[src/rtl/core/pidc_pkg.sv]
// Shared widths, codes and transaction types of the clamped PID controller.
package pidc_pkg;

    localparam int SAMPLE_W    = 16;
    localparam int GAIN_W      = 16;
    localparam int MEAS_W      = 18;
    localparam int ERR_W       = 18;
    localparam int DERIV_W     = 19;
    localparam int INTEG_W     = 21;
    localparam int INTEG_SUM_W = 22;
    localparam int ILIM_W      = 20;
    localparam int OLIM_W      = 16;
    localparam int OUT_W       = 17;
    localparam int PROD_P_W    = 34;
    localparam int PROD_I_W    = 37;
    localparam int PROD_D_W    = 35;
    localparam int ACC_W       = 39;
    localparam int CFG_IDX_W   = 3;
    localparam int CFG_DATA_W  = 20;
    localparam int QUEUE_DEPTH = 4;
    localparam int QUEUE_AW    = 2;
    localparam int QUEUE_CNT_W = 3;

    localparam logic signed [INTEG_W-1:0] INTEG_RESET = 21'sd120;
    localparam logic [OLIM_W-1:0]         OLIM_RESET  = 16'd7200;
    localparam logic [ILIM_W-1:0]         ILIM_RESET  = 20'd7200;

    localparam logic [CFG_IDX_W-1:0] CFG_GAIN_P   = 3'd0;
    localparam logic [CFG_IDX_W-1:0] CFG_GAIN_I   = 3'd1;
    localparam logic [CFG_IDX_W-1:0] CFG_GAIN_D   = 3'd2;
    localparam logic [CFG_IDX_W-1:0] CFG_SETPOINT = 3'd3;
    localparam logic [CFG_IDX_W-1:0] CFG_OLIM     = 3'd4;
    localparam logic [CFG_IDX_W-1:0] CFG_ILIM     = 3'd5;
    localparam logic [CFG_IDX_W-1:0] CFG_MODE     = 3'd6;

    typedef enum logic [1:0] {
        MODE_DIRECT     = 2'd0,
        MODE_ABS_AVG    = 2'd1,
        MODE_ABS_SUM    = 2'd2,
        MODE_SIGNED_AVG = 2'd3
    } t_mode;

    typedef struct packed {
        logic signed [GAIN_W-1:0]   gain_p;
        logic signed [GAIN_W-1:0]   gain_i;
        logic signed [GAIN_W-1:0]   gain_d;
        logic signed [SAMPLE_W-1:0] setpoint;
        logic [OLIM_W-1:0]          output_limit;
        logic [ILIM_W-1:0]          integral_limit;
        t_mode                      mode;
    } t_cfg;

    typedef struct packed {
        logic                      skip;
        logic signed [ERR_W-1:0]   err;
        logic signed [INTEG_W-1:0] integ;
        logic signed [DERIV_W-1:0] deriv;
    } t_job;

endpackage

[src/rtl/core/pid_controller_clamped_unit.sv]
// Path: front error register, queue slot, back product, sum and output registers.
// Throughput: one transaction per cycle while nothing stalls, set by the integral
// update in the front end and the product, sum and saturation registers in the back
// end. A four-entry queue lets front and back stall independently.
// Reset (synchronous, active low): registers to defaults, integral to 120,
// previous error and held output to zero; no clearing pass.
module pid_controller_clamped_unit import pidc_pkg::*; (
    input  logic                        i_clk,
    input  logic                        i_rst_n,
    input  logic                        i_cfg_we,
    input  logic [CFG_IDX_W-1:0]        i_cfg_idx,
    input  logic [CFG_DATA_W-1:0]       i_cfg_data,
    input  logic                        i_in_valid,
    output logic                        o_in_ready,
    input  logic signed [SAMPLE_W-1:0]  i_sample_a,
    input  logic signed [SAMPLE_W-1:0]  i_sample_b,
    input  logic                        i_skip_update,
    output logic                        o_out_valid,
    input  logic                        i_out_ready,
    output logic signed [OUT_W-1:0]     o_drive_out
);

    t_cfg r_cfg;
    logic q_full;
    logic q_push;
    t_job push_job;
    logic q_valid;
    logic q_pop;
    t_job head_job;

    always_ff @(posedge i_clk) begin
        if (!i_rst_n) begin
            r_cfg.gain_p         <= '0;
            r_cfg.gain_i         <= '0;
            r_cfg.gain_d         <= '0;
            r_cfg.setpoint       <= '0;
            r_cfg.output_limit   <= OLIM_RESET;
            r_cfg.integral_limit <= ILIM_RESET;
            r_cfg.mode           <= MODE_DIRECT;
        end else if (i_cfg_we) begin
            unique case (i_cfg_idx)
                CFG_GAIN_P:   r_cfg.gain_p         <= i_cfg_data[GAIN_W-1:0];
                CFG_GAIN_I:   r_cfg.gain_i         <= i_cfg_data[GAIN_W-1:0];
                CFG_GAIN_D:   r_cfg.gain_d         <= i_cfg_data[GAIN_W-1:0];
                CFG_SETPOINT: r_cfg.setpoint       <= i_cfg_data[SAMPLE_W-1:0];
                CFG_OLIM:     r_cfg.output_limit   <= i_cfg_data[OLIM_W-1:0];
                CFG_ILIM:     r_cfg.integral_limit <= i_cfg_data[ILIM_W-1:0];
                CFG_MODE:     r_cfg.mode           <= t_mode'(i_cfg_data[1:0]);
                default:      r_cfg                <= r_cfg;
            endcase
        end
    end

    pidc_front u_front (
        .i_clk         (i_clk),
        .i_rst_n       (i_rst_n),
        .i_cfg         (r_cfg),
        .i_in_valid    (i_in_valid),
        .o_in_ready    (o_in_ready),
        .i_sample_a    (i_sample_a),
        .i_sample_b    (i_sample_b),
        .i_skip_update (i_skip_update),
        .i_q_full      (q_full),
        .o_push        (q_push),
        .o_job         (push_job)
    );

    pidc_queue u_queue (
        .i_clk   (i_clk),
        .i_rst_n (i_rst_n),
        .i_push  (q_push),
        .i_job   (push_job),
        .o_full  (q_full),
        .i_pop   (q_pop),
        .o_valid (q_valid),
        .o_job   (head_job)
    );

    pidc_back u_back (
        .i_clk       (i_clk),
        .i_rst_n     (i_rst_n),
        .i_cfg       (r_cfg),
        .i_q_valid   (q_valid),
        .i_q_job     (head_job),
        .o_pop       (q_pop),
        .o_out_valid (o_out_valid),
        .i_out_ready (i_out_ready),
        .o_drive_out (o_drive_out)
    );

endmodule

[src/rtl/core/pidc_front.sv]
// Front end: accept a transaction, form the error and advance the integral state.
module pidc_front import pidc_pkg::*; (
    input  logic                       i_clk,
    input  logic                       i_rst_n,
    input  t_cfg                       i_cfg,
    input  logic                       i_in_valid,
    output logic                       o_in_ready,
    input  logic signed [SAMPLE_W-1:0] i_sample_a,
    input  logic signed [SAMPLE_W-1:0] i_sample_b,
    input  logic                       i_skip_update,
    input  logic                       i_q_full,
    output logic                       o_push,
    output t_job                       o_job
);

    logic signed [SAMPLE_W:0]      ext_a;
    logic signed [SAMPLE_W:0]      ext_b;
    logic [SAMPLE_W:0]             abs_a;
    logic [SAMPLE_W:0]             abs_b;
    logic [SAMPLE_W+1:0]           abs_sum;
    logic signed [SAMPLE_W:0]      sgn_sum;
    logic signed [SAMPLE_W:0]      sgn_adj;
    logic signed [SAMPLE_W:0]      sgn_half;
    logic signed [MEAS_W-1:0]      meas;
    logic signed [ERR_W-1:0]       n_err;

    logic                          r_vld;
    logic                          r_skip;
    logic signed [ERR_W-1:0]       r_err;
    logic signed [INTEG_W-1:0]     r_integ;
    logic signed [ERR_W-1:0]       r_prev_err;

    logic signed [INTEG_SUM_W-1:0] integ_sum;
    logic signed [INTEG_SUM_W-1:0] ilim_pos;
    logic signed [INTEG_SUM_W-1:0] ilim_neg;
    logic signed [INTEG_SUM_W-1:0] integ_clamped;
    logic signed [INTEG_W-1:0]     n_integ;
    logic signed [DERIV_W-1:0]     deriv;

    assign ext_a    = {i_sample_a[SAMPLE_W-1], i_sample_a};
    assign ext_b    = {i_sample_b[SAMPLE_W-1], i_sample_b};
    assign abs_a    = ext_a[SAMPLE_W] ? (-ext_a) : ext_a;
    assign abs_b    = ext_b[SAMPLE_W] ? (-ext_b) : ext_b;
    assign abs_sum  = {1'b0, abs_a} + {1'b0, abs_b};
    assign sgn_sum  = ext_a + ext_b;
    assign sgn_adj  = sgn_sum + {{SAMPLE_W{1'b0}}, sgn_sum[SAMPLE_W]};
    assign sgn_half = sgn_adj >>> 1;

    always_comb begin
        unique case (i_cfg.mode)
            MODE_DIRECT:     meas = {{(MEAS_W-SAMPLE_W){i_sample_a[SAMPLE_W-1]}}, i_sample_a};
            MODE_ABS_AVG:    meas = {1'b0, abs_sum[SAMPLE_W+1:1]};
            MODE_ABS_SUM:    meas = abs_sum;
            MODE_SIGNED_AVG: meas = {sgn_half[SAMPLE_W], sgn_half};
            default:         meas = '0;
        endcase
    end

    assign n_err = {{(ERR_W-SAMPLE_W){i_cfg.setpoint[SAMPLE_W-1]}}, i_cfg.setpoint} - meas;

    assign o_push     = r_vld && !i_q_full;
    assign o_in_ready = !r_vld || o_push;

    always_ff @(posedge i_clk) begin
        if (!i_rst_n) begin
            r_vld <= 1'b0;
        end else if (o_in_ready) begin
            r_vld <= i_in_valid;
        end
    end

    always_ff @(posedge i_clk) begin
        if (i_in_valid && o_in_ready) begin
            r_err  <= n_err;
            r_skip <= i_skip_update;
        end
    end

    assign integ_sum = {r_integ[INTEG_W-1], r_integ}
                     + {{(INTEG_SUM_W-ERR_W){r_err[ERR_W-1]}}, r_err};
    assign ilim_pos  = {{(INTEG_SUM_W-ILIM_W){1'b0}}, i_cfg.integral_limit};
    assign ilim_neg  = -ilim_pos;

    always_comb begin
        if (integ_sum > ilim_pos) begin
            integ_clamped = ilim_pos;
        end else if (integ_sum < ilim_neg) begin
            integ_clamped = ilim_neg;
        end else begin
            integ_clamped = integ_sum;
        end
    end

    assign n_integ = integ_clamped[INTEG_W-1:0];
    assign deriv   = {r_err[ERR_W-1], r_err} - {r_prev_err[ERR_W-1], r_prev_err};

    always_ff @(posedge i_clk) begin
        if (!i_rst_n) begin
            r_integ    <= INTEG_RESET;
            r_prev_err <= '0;
        end else if (o_push && !r_skip) begin
            r_integ    <= n_integ;
            r_prev_err <= r_err;
        end
    end

    assign o_job.skip  = r_skip;
    assign o_job.err   = r_err;
    assign o_job.integ = n_integ;
    assign o_job.deriv = deriv;

endmodule

[src/rtl/core/pidc_queue.sv]
// Short transaction queue between the front end and the back end.
module pidc_queue import pidc_pkg::*; (
    input  logic i_clk,
    input  logic i_rst_n,
    input  logic i_push,
    input  t_job i_job,
    output logic o_full,
    input  logic i_pop,
    output logic o_valid,
    output t_job o_job
);

    t_job                   r_slot [QUEUE_DEPTH];
    logic [QUEUE_AW-1:0]    r_wr_ptr;
    logic [QUEUE_AW-1:0]    r_rd_ptr;
    logic [QUEUE_CNT_W-1:0] r_count;
    logic [QUEUE_CNT_W-1:0] n_count;

    assign o_full  = (r_count == QUEUE_CNT_W'(QUEUE_DEPTH));
    assign o_valid = (r_count != '0);
    assign o_job   = r_slot[r_rd_ptr];

    always_comb begin
        n_count = r_count;
        if (i_push && !i_pop) begin
            n_count = r_count + 1'b1;
        end else if (!i_push && i_pop) begin
            n_count = r_count - 1'b1;
        end
    end

    always_ff @(posedge i_clk) begin
        if (!i_rst_n) begin
            r_wr_ptr <= '0;
            r_rd_ptr <= '0;
            r_count  <= '0;
        end else begin
            r_count <= n_count;
            if (i_push) begin
                r_wr_ptr <= r_wr_ptr + 1'b1;
            end
            if (i_pop) begin
                r_rd_ptr <= r_rd_ptr + 1'b1;
            end
        end
    end

    always_ff @(posedge i_clk) begin
        if (i_push) begin
            r_slot[r_wr_ptr] <= i_job;
        end
    end

endmodule

[src/rtl/core/pidc_back.sv]
// Back end: gain products, sum, output saturation and held output.
module pidc_back import pidc_pkg::*; (
    input  logic                    i_clk,
    input  logic                    i_rst_n,
    input  t_cfg                    i_cfg,
    input  logic                    i_q_valid,
    input  t_job                    i_q_job,
    output logic                    o_pop,
    output logic                    o_out_valid,
    input  logic                    i_out_ready,
    output logic signed [OUT_W-1:0] o_drive_out
);

    logic signed [GAIN_W-1:0]   gain_p;
    logic signed [GAIN_W-1:0]   gain_i;
    logic signed [GAIN_W-1:0]   gain_d;
    logic signed [ERR_W-1:0]    job_err;
    logic signed [INTEG_W-1:0]  job_integ;
    logic signed [DERIV_W-1:0]  job_deriv;
    logic signed [PROD_P_W-1:0] n_pp;
    logic signed [PROD_I_W-1:0] n_pi;
    logic signed [PROD_D_W-1:0] n_pd;

    logic                       r1_vld;
    logic                       r1_skip;
    logic signed [PROD_P_W-1:0] r1_pp;
    logic signed [PROD_I_W-1:0] r1_pi;
    logic signed [PROD_D_W-1:0] r1_pd;

    logic                       r2_vld;
    logic                       r2_skip;
    logic signed [ACC_W-1:0]    r2_acc;
    logic signed [ACC_W-1:0]    n_acc;

    logic                       r_out_vld;
    logic signed [OUT_W-1:0]    r_drive;
    logic signed [OUT_W-1:0]    r_held;

    logic signed [ACC_W-1:0]    olim_pos;
    logic signed [ACC_W-1:0]    olim_neg;
    logic signed [ACC_W-1:0]    acc_clamped;
    logic signed [OUT_W-1:0]    n_drive;

    logic                       adv3;
    logic                       ready2;
    logic                       adv2;
    logic                       ready1;

    assign adv3   = r2_vld && (!r_out_vld || i_out_ready);
    assign ready2 = !r2_vld || adv3;
    assign adv2   = r1_vld && ready2;
    assign ready1 = !r1_vld || adv2;
    assign o_pop  = i_q_valid && ready1;

    assign gain_p    = i_cfg.gain_p;
    assign gain_i    = i_cfg.gain_i;
    assign gain_d    = i_cfg.gain_d;
    assign job_err   = i_q_job.err;
    assign job_integ = i_q_job.integ;
    assign job_deriv = i_q_job.deriv;

    assign n_pp = gain_p * job_err;
    assign n_pi = gain_i * job_integ;
    assign n_pd = gain_d * job_deriv;

    always_ff @(posedge i_clk) begin
        if (!i_rst_n) begin
            r1_vld <= 1'b0;
        end else if (ready1) begin
            r1_vld <= i_q_valid;
        end
    end

    always_ff @(posedge i_clk) begin
        if (o_pop) begin
            r1_skip <= i_q_job.skip;
            r1_pp   <= n_pp;
            r1_pi   <= n_pi;
            r1_pd   <= n_pd;
        end
    end

    assign n_acc = {{(ACC_W-PROD_P_W){r1_pp[PROD_P_W-1]}}, r1_pp}
                 + {{(ACC_W-PROD_I_W){r1_pi[PROD_I_W-1]}}, r1_pi}
                 + {{(ACC_W-PROD_D_W){r1_pd[PROD_D_W-1]}}, r1_pd};

    always_ff @(posedge i_clk) begin
        if (!i_rst_n) begin
            r2_vld <= 1'b0;
        end else if (ready2) begin
            r2_vld <= r1_vld;
        end
    end

    always_ff @(posedge i_clk) begin
        if (adv2) begin
            r2_skip <= r1_skip;
            r2_acc  <= n_acc;
        end
    end

    assign olim_pos = {{(ACC_W-OLIM_W){1'b0}}, i_cfg.output_limit};
    assign olim_neg = -olim_pos;

    always_comb begin
        if (r2_acc > olim_pos) begin
            acc_clamped = olim_pos;
        end else if (r2_acc < olim_neg) begin
            acc_clamped = olim_neg;
        end else begin
            acc_clamped = r2_acc;
        end
    end

    assign n_drive = r2_skip ? r_held : acc_clamped[OUT_W-1:0];

    always_ff @(posedge i_clk) begin
        if (!i_rst_n) begin
            r_out_vld <= 1'b0;
            r_held    <= '0;
        end else begin
            if (adv3) begin
                r_out_vld <= 1'b1;
            end else if (i_out_ready) begin
                r_out_vld <= 1'b0;
            end
            if (adv3 && !r2_skip) begin
                r_held <= acc_clamped[OUT_W-1:0];
            end
        end
    end

    always_ff @(posedge i_clk) begin
        if (adv3) begin
            r_drive <= n_drive;
        end
    end

    assign o_out_valid = r_out_vld;
    assign o_drive_out = r_drive;

endmodule
[config.mk]
export PLATFORM = sky130hd
export DESIGN_NAME = pid_controller_clamped_unit
export DESIGN_NICKNAME = d
export VERILOG_FILES = /design/src/rtl/core/pidc_pkg.sv /design/src/rtl/core/pid_controller_clamped_unit.sv /design/src/rtl/core/pidc_front.sv /design/src/rtl/core/pidc_queue.sv /design/src/rtl/core/pidc_back.sv
export SDC_FILE = /design/constraint.sdc
export NUM_CORES = 2
export LEC_CHECK = 0
export BUFFER_PORTS_ARGS = -buffer_cell sky130_fd_sc_hd__buf_4
export CAP_MARGIN = 20
export CORE_MARGIN = 2
export CORE_UTILIZATION = 40
export CTS_CLUSTER_SIZE = 25
export DETAILED_ROUTE_END_ITERATION = 10
export PLACE_DENSITY_LB_ADDON = 0.12
export SYNTH_ARGS = -nofsm -noshare
export SYNTH_HDL_FRONTEND = slang
export SYNTH_SLANG_ARGS = --single-unit
[constraint.sdc]
create_clock -name i_clk -period 9.9 [get_ports i_clk]
set_input_delay 0.99 -clock i_clk [delete_from_list [all_inputs] [get_ports i_clk]]
set_output_delay 0.99 -clock i_clk [all_outputs]
set_load 0.01 [all_outputs]
==> results by group <==
Clocking
  – Post-cts gate resize count: 0
  – H-tree Lvls: 3
  – Clock Sinks: 590
  – CTS clock-pin slew for the worst setup and hold paths: 0.06 ns
  – CTS Buf Count: 71
  – Worst-Skew Late Latency: 0.69 ns
  – Hold buffers post-CTS: 0
  – Clk root buf: clkbuf_16
  – Post-CTS Setup Inserts: 0
  – CTS tree: built
  – Longest Clk Path Bufs: 3

Placed design
  – HPWL Detailed: ~160 mm
  – Routability cong.: 0.872
  – Port Buffer Count: 79
  – Placed cell count: 9031

Finish
  – Final cell count without fillers: between 9000 and 10000
  – Post-layout util: between 40% and 50%
  – Commonest non-fill, non-tap cells in the layout: inv_1, nand2_1, fa_1, ha_1, edfxtp_1
  – Nets: 8430
  – Share of layout cells above drive strength 1: 5.40%
  – # fillers: 16326
  – Area Growth Syn to Fin: 7.74%
  – Commonest non-fill, non-tap cell in the layout: inv_1

Global routing
  – GRT Overall Usage: 23.4%
  – Vias in the first global route: 50473
  – Largest net degree at the start of global routing: 78
  – Initial antenna violation count: 7
  – First-pass GRT wire length: 309 mm
  – Total global routing overflow: 0

Logic synthesis
  – Async SR Flop Fraction: 0%
  – Sequential share of the synthesized area: 23.7%
  – Ranking of synthesized cells by area: fa_1, edfxtp_1, ha_1
  – Mapped Cells: roughly 7000
  – Area leader, netlist: fa_1
  – Syn. warnings: 0
  – Synth Flop Type: edfxtp_1
  – Yosys reg bits: 590
  – Library cells used by synthesis: 94
  – Synth top area share: around 28%
  – Number of flops mapped to enable cells by yosys: 419
  – Syn Area/Cell: approximately 10 um2
  – Mapped cell area: roughly 67000 um2

STA
  – Setup TNS: 0 ns
  – RSZ-0062 raised after global routing: no
  – Slew Limit Fails: 0
  – Worst hold slack: 0.418 ns
  – Tcrit/Tclk final: approximately 82%
  – Slew margin rel.: 28.0%
  – Final hold vios: 0
  – Worst slew pin tran: 1.07 ns
  – F_max: around 120 MHz
  – Final Setup Violations: 0
  – Crit path time final: ~8 ns
  – Worst Skew: 0.0274 ns

Routing
  – Via count: 48336
  – Post-route ant nets: 0
  – DR WL/cell: roughly 22 um
  – Vias/cell: between 5 and 6
  – First-pass detailed-route iteration total: 5
  – DRC: 0
  – Total wire length: 199 mm
  – Starting DRT DRC Count: 3216

Run status
  – Status: finished clean

Worst setup path
  – WP data required: 10.32 ns
  – Slowest stage delay, CP: 0.82 ns
  – Max FO, Critical Path: 32
  – Crit-path slowest cell: dfxtp_4
  – Critical-path cell list: mux4_2, and2_1, fa_1, fa_1, inv_1, fa_1, inv_1, fa_1, inv_1, fa_1, inv_1, fa_1, ha_1, nand3_1, a2111o_1, a21o_1, a311o_1, a211oi_1, nor3_1, or3_1, mux2i_1
  – CP bufs+invs: 4
  – Crit path launch type: flip-flop
  – Setup CP Type: flip-flop to flip-flop
  – Crit path capture type: flip-flop
  – CP delay by family, top: adder cells
  – Most common cell on crit path: fa_1
  – Critical Path AT: 8.57 ns

Die
  – Die Wd: 415 um
  – Die H: around 410 um
  – Initial Util: between 40 and 50%
  – Site Rows: 150
  – Num ports: 80
  – Die area: 172000 um2
  – Core Area: 167000 um2

Hold path
  – Worst min path class: flip-flop to flip-flop

Power and ir drop
  – Leakage: 33.0 nW
  – VDD IR max: 236 uV
  – Total power: roughly 15 mW
  – P per Cell Area: between 200 and 250 nW/um2

Job
  – Max Cap Viol: 0
[final cells by class]
cell class | count | area, um2 | area share (%)
multi-input cells | 4869 | 45900 | 63.1
inverters | 1235 | 4640 | 6.38
flip-flops and latches | 590 | 16000 | 22.0
repair buffers | 133 | 1010 | 1.39
diodes | 1 | 2.50 | 0.00344
well taps | 2204 | 2760 | 3.79
clock inverters | 38 | 519 | 0.714
clock buffers | 93 | 1870 | 2.57
[worst register-to-register path: stages, from the launching register on]
cell	delay, ns
dfxtp_4	0.82
mux4_2	0.79
and2_1	0.25
fa_1	0.45
fa_1	0.55
inv_1	0.05
fa_1	0.50
inv_1	0.06
fa_1	0.54
inv_1	0.06
fa_1	0.54
inv_1	0.06
fa_1	0.47
ha_1	0.37
nand3_1	0.12
a2111o_1	0.45
a21o_1	0.22
a311o_1	0.42
a211oi_1	0.51
nor3_1	0.15
or3_1	0.39
mux2i_1	0.13
[worst paths after layout]
kind,slack [ns],cells after the start,start,end
setup / recovery,1.75,21,flip-flop,u_back.r1_pi[33]$_DFFE_PP_
hold / removal,0.42,0,u_back.r1_skip$_DFFE_PP_,u_back.r2_skip$_DFFE_PP_
setup reg to reg,1.75,21,flip-flop,u_back.r1_pi[33]$_DFFE_PP_
hold reg to reg,0.42,0,u_back.r1_skip$_DFFE_PP_,u_back.r2_skip$_DFFE_PP_
[Yosys cell counts (9+ instances only)]
| library cell | instances |
|---|---|
| o31a_1 | 11 |
| mux4_2 | 69 |
| fa_1 | 934 |
| nand3_1 | 68 |
| a31o_2 | 11 |
| o41ai_1 | 15 |
| or3_1 | 17 |
| a21boi_0 | 9 |
| buf_1 | 15 |
| o211ai_1 | 24 |
| nor2_1 | 233 |
| o21ba_2 | 9 |
| o21ai_0 | 167 |
| a31oi_1 | 26 |
| xnor2_1 | 244 |
| edfxtp_1 | 419 |
| o21bai_1 | 36 |
| nand2_1 | 948 |
| nor3_1 | 79 |
| and3_1 | 35 |
| a211oi_1 | 41 |
| a2111oi_0 | 9 |
| o31ai_1 | 35 |
| a21o_1 | 102 |
| clkbuf_1 | 229 |
| a41oi_1 | 11 |
| a21oi_1 | 353 |
| nand2b_1 | 60 |
| nor4_1 | 27 |
| o21a_1 | 51 |
| ha_1 | 535 |
| a221oi_1 | 10 |
| xor2_1 | 74 |
| a211o_1 | 9 |
| inv_1 | 1232 |
| and2_1 | 363 |
| mux2i_1 | 27 |
| dfxtp_1 | 171 |
| o22ai_1 | 9 |
| nor3b_1 | 9 |
| or2_2 | 10 |
| nor2b_1 | 38 |
| nand4_1 | 35 |
[registers in the layout (all words and copies together) (netlist names), 2 cells and up, named ones only]
name                flops
u_front.r_err          18
u_queue.r_rd_ptr        2
u_back.o_drive_out     17
u_queue.r_slot        236
u_queue.r_count         3
u_back.r1_pp           34
u_back.r1_pi           37
u_queue.r_wr_ptr        2
r_cfg                 102
u_front.r_prev_err     18
u_back.r_held          17
u_front.r_integ        21
u_back.r2_acc          39
u_back.r1_pd           35
[through the flow]
step	cell area, um2	worst slack [ns]
after floorplan	67500	1.90
after global placement	70300	1.72
after detailed placement	70300	1.66
after CTS	72700	1.64
after global routing	72700	1.15
final	72700	1.75
[logic make-up after synthesis]
| group | Yosys count | share of synthesized area, % |
|---|---|---|
| adders and majority gates | 1469 | 37.6 |
| buffers and inverters | 1489 | 8.34 |
| muxes | 101 | 2.79 |
| AOI/OAI and AO/OA | 1005 | 9.53 |
| xor gates and xnor gates | 319 | 4.15 |
| other | 1 | 0.00556 |
| and+or+nand+nor | 1973 | 13.9 |
| DFF | 590 | 23.7 |
[metal layers]
| layer | wire (um) | vias to the layer above | track usage [%] |
|---|---|---|---|
| li1 | - | 22443 | - |
| met1 | 91700 | 24584 | 32.6 |
| met2 | 92100 | 1070 | 38.3 |
| met3 | 8670 | 235 | 2.36 |
| met4 | 6490 | 4 | 7.52 |
| met5 | 51 | - | 0 |
[where the power goes]
part	internal, mW	switching, mW
combinational	3.04	5.67
sequential	3.58	0.456
clock	1.54	1.16
(Power assumes the default switching activity.)
